**src/rtl/pcr_pkg.sv**
```systemverilog
// ---------------------------------------------------------------------------
// Particle contact resolver package
// Field widths, stream offsets and fixed-point constants shared by the block.
// ---------------------------------------------------------------------------
package pcr_pkg;

	localparam int VEC_BITS  = 63;   // packed vector field width
	localparam int IMW       = 24;   // inverse mass, unsigned Q8.16
	localparam int TOTW      = 25;   // sum of two inverse masses
	localparam int EW        = 16;   // elasticity, Q1.15
	localparam int PENW      = 24;   // penetration, signed Q8.16
	localparam int PEN_MAGW  = 23;   // penetration after clamping at zero
	localparam int EPW       = 32;   // elasticity product
	localparam int FACW      = 17;   // 1.0 + restitution, Q2.15
	localparam logic [EW-1:0] ONE_Q15 = 16'd32768;

	// Input transfer layout.
	localparam int IN_FV  = 0;
	localparam int IN_SV  = 63;
	localparam int IN_FP  = 126;
	localparam int IN_SP  = 189;
	localparam int IN_CN  = 252;
	localparam int IN_IM1 = 315;
	localparam int IN_IM2 = 339;
	localparam int IN_E1  = 363;
	localparam int IN_E2  = 379;
	localparam int IN_PEN = 395;
	localparam int IN_BITS = 424;

	// Output transfer layout.
	localparam int OUT_FV   = 0;
	localparam int OUT_SV   = 63;
	localparam int OUT_FP   = 126;
	localparam int OUT_SP   = 189;
	localparam int OUT_IMP  = 252;
	localparam int OUT_PUSH = 253;
	localparam int OUT_SAT  = 254;
	localparam int OUT_BITS = 256;

endpackage

```
**src/rtl/pcr_div.sv**
```systemverilog
// ---------------------------------------------------------------------------
// Pipelined restoring divider
// One quotient bit per stage; the dividend is known to give a quotient that
// fits in QW bits, so the top part of the dividend starts as the remainder.
// ---------------------------------------------------------------------------
module pcr_div #(
	parameter int QW = 25
) (
	input  logic                          clk,
	input  logic                          en,
	input  logic [QW+pcr_pkg::IMW-1:0]    num,
	input  logic [pcr_pkg::TOTW-1:0]      den,
	output logic [QW-1:0]                 quo,
	output logic                          rem_nz
);

	localparam int DW = pcr_pkg::TOTW;

	logic [DW-1:0] rem_s [0:QW];
	logic [DW-1:0] den_s [0:QW];
	logic [QW-1:0] quo_s [0:QW];
	logic [QW-1:0] low_s [0:QW-1];

	always_ff @(posedge clk) begin
		if (en) begin
			rem_s[0] <= DW'(num[QW+pcr_pkg::IMW-1:QW]);
			den_s[0] <= den;
			quo_s[0] <= '0;
			low_s[0] <= num[QW-1:0];
		end
	end

	for (genvar k = 1; k <= QW; k++) begin : g_step
		logic [DW:0]   trial;
		logic [DW:0]   diff;
		logic          ge;

		always_comb begin
			trial = {rem_s[k-1], low_s[k-1][QW-1]};
			diff  = trial - {1'b0, den_s[k-1]};
			ge    = trial >= {1'b0, den_s[k-1]};
		end

		always_ff @(posedge clk) begin
			if (en) begin
				rem_s[k] <= ge ? diff[DW-1:0] : trial[DW-1:0];
				den_s[k] <= den_s[k-1];
				quo_s[k] <= {quo_s[k-1][QW-2:0], ge};
			end
		end

		if (k < QW) begin : g_low
			always_ff @(posedge clk) begin
				if (en) begin
					low_s[k] <= {low_s[k-1][QW-2:0], 1'b0};
				end
			end
		end
	end

	assign quo    = quo_s[QW];
	assign rem_nz = |rem_s[QW];

endmodule

```
**config.mk**
```make
export PLATFORM = sky130hd
export DESIGN_NAME = pcr_div
export DESIGN_NICKNAME = d
export VERILOG_FILES = /design/src/rtl/pcr_pkg.sv /design/src/rtl/pcr_div.sv
export SDC_FILE = /design/constraint.sdc
export NUM_CORES = 2
export LEC_CHECK = 0
export BUFFER_PORTS_ARGS = -buffer_cell sky130_fd_sc_hd__buf_4
export CAP_MARGIN = 40
export CELL_PAD_IN_SITES_DETAIL_PLACEMENT = 1
export CELL_PAD_IN_SITES_GLOBAL_PLACEMENT = 2
export CORE_UTILIZATION = 45
export CTS_CLUSTER_SIZE = 30
export DETAILED_ROUTE_END_ITERATION = 6
export PLACE_DENSITY_LB_ADDON = 0.3
export SYNTH_ARGS = -nofsm -noshare
export SYNTH_HDL_FRONTEND = slang
export SYNTH_SLANG_ARGS = --single-unit
export TNS_END_PERCENT = 10
```
**constraint.sdc**
```tcl
create_clock -name clk -period 4 [get_ports clk]
set_input_delay 1 -clock clk [delete_from_list [all_inputs] [get_ports clk]]
set_output_delay 1 -clock clk [all_outputs]
set_load 0.01 [all_outputs]
```
==> results.sh <==
export IMPL_status="finished, final reports clean"
export IMPL_first_global_vias=64400
export IMPL_synth_top_area_share=0.593
export IMPL_maxSlewViolCount=0
export IMPL_wl_um=235000
export IMPL_drtIter0Drc=4271
export IMPL_synth_area_mm2=0.0974
export IMPL_routed_via_density=5.52
export IMPL_finish_utilization=0.512
export IMPL_synth_area_per_cell_um2=12.2
export IMPL_ys_seq_area_frac=0.593
export IMPL_drive_gt1_frac=0.0991
export IMPL_fin_worst_skew_ns=0.0281
export IMPL_nets=8977
export IMPL_yosysTopAreaCell="edfxtp_1"
export IMPL_num_vias=62300
export IMPL_end_kind="flip-flop"
export IMPL_leakage_nw=43.7
export IMPL_post_cts_buffers=0
export IMPL_synth_edf_count=1924
export IMPL_ys_seq_elements=1924
export IMPL_cts_max_level=4
export IMPL_placed_cell_area_mm2=0.103
export IMPL_fillCellCount=22100
export IMPL_fin_cells=11300
export IMPL_antenna_left=0
export IMPL_slew_headroom=0.402
export IMPL_core_area_mm2=0.215
export IMPL_critPathArrivalTime_ns=4.49
export IMPL_p_per_area_mw_per_mm2=817
export IMPL_start_kind="flip-flop"
export IMPL_gp_congestion=0.864
export IMPL_numCtsBuffers=211
export IMPL_yosys_cell_count_top_type="edfxtp_1"
export IMPL_grt_max_degree=98
export IMPL_cts_sinks=1924
export IMPL_hold_viol=0
export IMPL_path_max_fanout=5
export IMPL_irDropWorstVdd_mv=0.470
export IMPL_synth_main_ff_cell="edfxtp_1"
export IMPL_dr_pass1_iters=5
export IMPL_gr_total_overflow=0
export IMPL_dp_cells=10900
export IMPL_grt_setup_unrepaired="false"
export IMPL_hp_class="input port to flip-flop"
export IMPL_async_flop_share=0
export IMPL_period_share=0.978
export IMPL_tns_ns=0
export IMPL_grt_pass1_wl_um=369000
export IMPL_insertion_delay_ns=0.84
export IMPL_syn_to_final_growth_pct=13.0
export IMPL_io_pins=102
export IMPL_pre_cts_ws_ns=0.145
export IMPL_setup_viol=0
export IMPL_die_w_um=467
export IMPL_crit_type="flip-flop to flip-flop"
export IMPL_yosys_top_cells_count="edfxtp_1 (1924), inv_1 (783), a21oi_1 (655)"
export IMPL_synth_top_cells_by_area="edfxtp_1 (59%), ha_1 (8.0%), a21oi_1 (3.4%)"
export IMPL_antenna_found_initial=10
export IMPL_io_buffers=101
export IMPL_fin_ws_ns=0.0888
export IMPL_drc_errors=0
export IMPL_start_util=0.453
export IMPL_clkTransAtPathRegs_ns=0.06
export IMPL_fin_area_mm2=0.110
export IMPL_drt_wirelength_per_cell_um=20.8
export IMPL_clockRootBuffer="clkbuf_16"
export IMPL_max_freq_mhz=256
export IMPL_tritoncts="yes"
export IMPL_grt_util_all_layers=0.214
export IMPL_dieArea_mm2=0.218
export IMPL_rows=170
export IMPL_synth_cell_types=101
export IMPL_syn_inst=7972
export IMPL_fin_crit_ns=3.91
export IMPL_die_h_um=467
export IMPL_synth_net_count=8698
export IMPL_yosysWarnings=0
export IMPL_dp_hpwl_um=176000
export IMPL_crit_required_ns=4.57
export IMPL_timing_max_cap_violations=0
export IMPL_worst_slew_pin_slew_ns=0.874
export IMPL_ctsLongestPathBuffers=3
-- power breakdown --
part | total (W) | switching, W | leakage, nW | internal [W]
logic | 0.0375 | 0.0216 | 21.4 | 0.0160
registers | 0.0321 | 0.00309 | 18.8 | 0.0290
clock network | 0.0203 | 0.00820 | 3.50 | 0.0121
total | 0.0899 | 0.0329 | 43.7 | 0.0570
-- cells by family (layout without fill, tap and decap cells) --
kind of cell             Yosys count  count (layout)  share of synthesized area
adder cells (fa/ha/maj)          650             650                     0.0854
XOR/XNOR                         519             519                     0.0467
buffers and inverters            975            1436                     0.0386
AND/OR/NAND/NOR                 1629            1629                     0.0795
multiplexers                     209             209                     0.0247
AO/OA/AOI/OAI                   2066            2066                      0.132
flip-flops                      1924            1924                      0.593
other                              0               2                          0
-- area by class of cell --
type                    instances  area (µm²)  area share
diodes                          2        5.00   0.0000455
clock buffers                 252        5460      0.0496
clock inverters               143        1790      0.0162
inverters                     785        2950      0.0268
multi-input cells            5073       36100       0.328
flip-flops and latches       1924       57800       0.525
well taps                    2838        3550      0.0323
repair buffers                256        2470      0.0224
-- final timing paths --
| path | start | end | slack, ns | cells past startpoint |
|---|---|---|---|---|
| worst max-delay path | rem_s[5][1] | rem_s[6][23] | 0.09 | 10 |
| worst min-delay path | den[1] | den_s[0][1] | 0.34 | 1 |
| worst max register to register | rem_s[5][1] | rem_s[6][23] | 0.09 | 10 |
| worst min register to register | low_s[0][29] | low_s[0][55] | 0.40 | 0 |
-- repair_timing --
action                     in CTS  in global routing
hold buffers                    0                  0
setup endpoints to repair       0                 65
gates resized for setup         0                 12
-- worst max-delay path, cell delays in order (launching register included) --
cell       delay, ns
edfxtp_1        0.41
ha_1            0.40
a21oi_1         0.17
o21ai_0         0.25
a2111oi_1       0.68
o21a_1          0.31
o2111ai_1       0.20
a2111oi_1       0.65
o31ai_1         0.16
xor2_1          0.16
mux2_2          0.27
-- per-layer routing --
| layer | wire [µm] | global-route usage |
|---|---|---|
| met5 | 28 | 0 |
| met4 | 5670 | 0.0571 |
| met3 | 9400 | 0.0299 |
| met1 | 109000 | 0.297 |
| met2 | 111000 | 0.351 |
-- per-stage QoR --
step	power, W	hold slack, ns
after CTS	0.0906	0.260
after detailed placement	0.0697	0.405
final	0.0899	0.338
after floorplan	0.0581	0.400
after global routing	0.0958	0.281
after global placement	0.0685	0.400
-- cell usage in the layout (no fill, tap or decap), drive strengths merged, types with 100 or more instances in the layout --
cell	synthesis	layout
xnor2	273	273
edfxtp	1924	1924
ha	625	625
nor2	387	387
o21ai	549	549
clkbuf	143	252
nand2	568	568
buf	47	256
xor2	246	246
nand3	101	101
mux2	195	195
inv	784	792
a21o	268	268
nand4	100	100
a21oi	657	657
-- state kept, by name, indices dropped and copies added, names as in the netlist --
signal  flops
den_s     625
rem_s     649
low_s     325
quo_s     325
(Power assumes the default switching activity.)
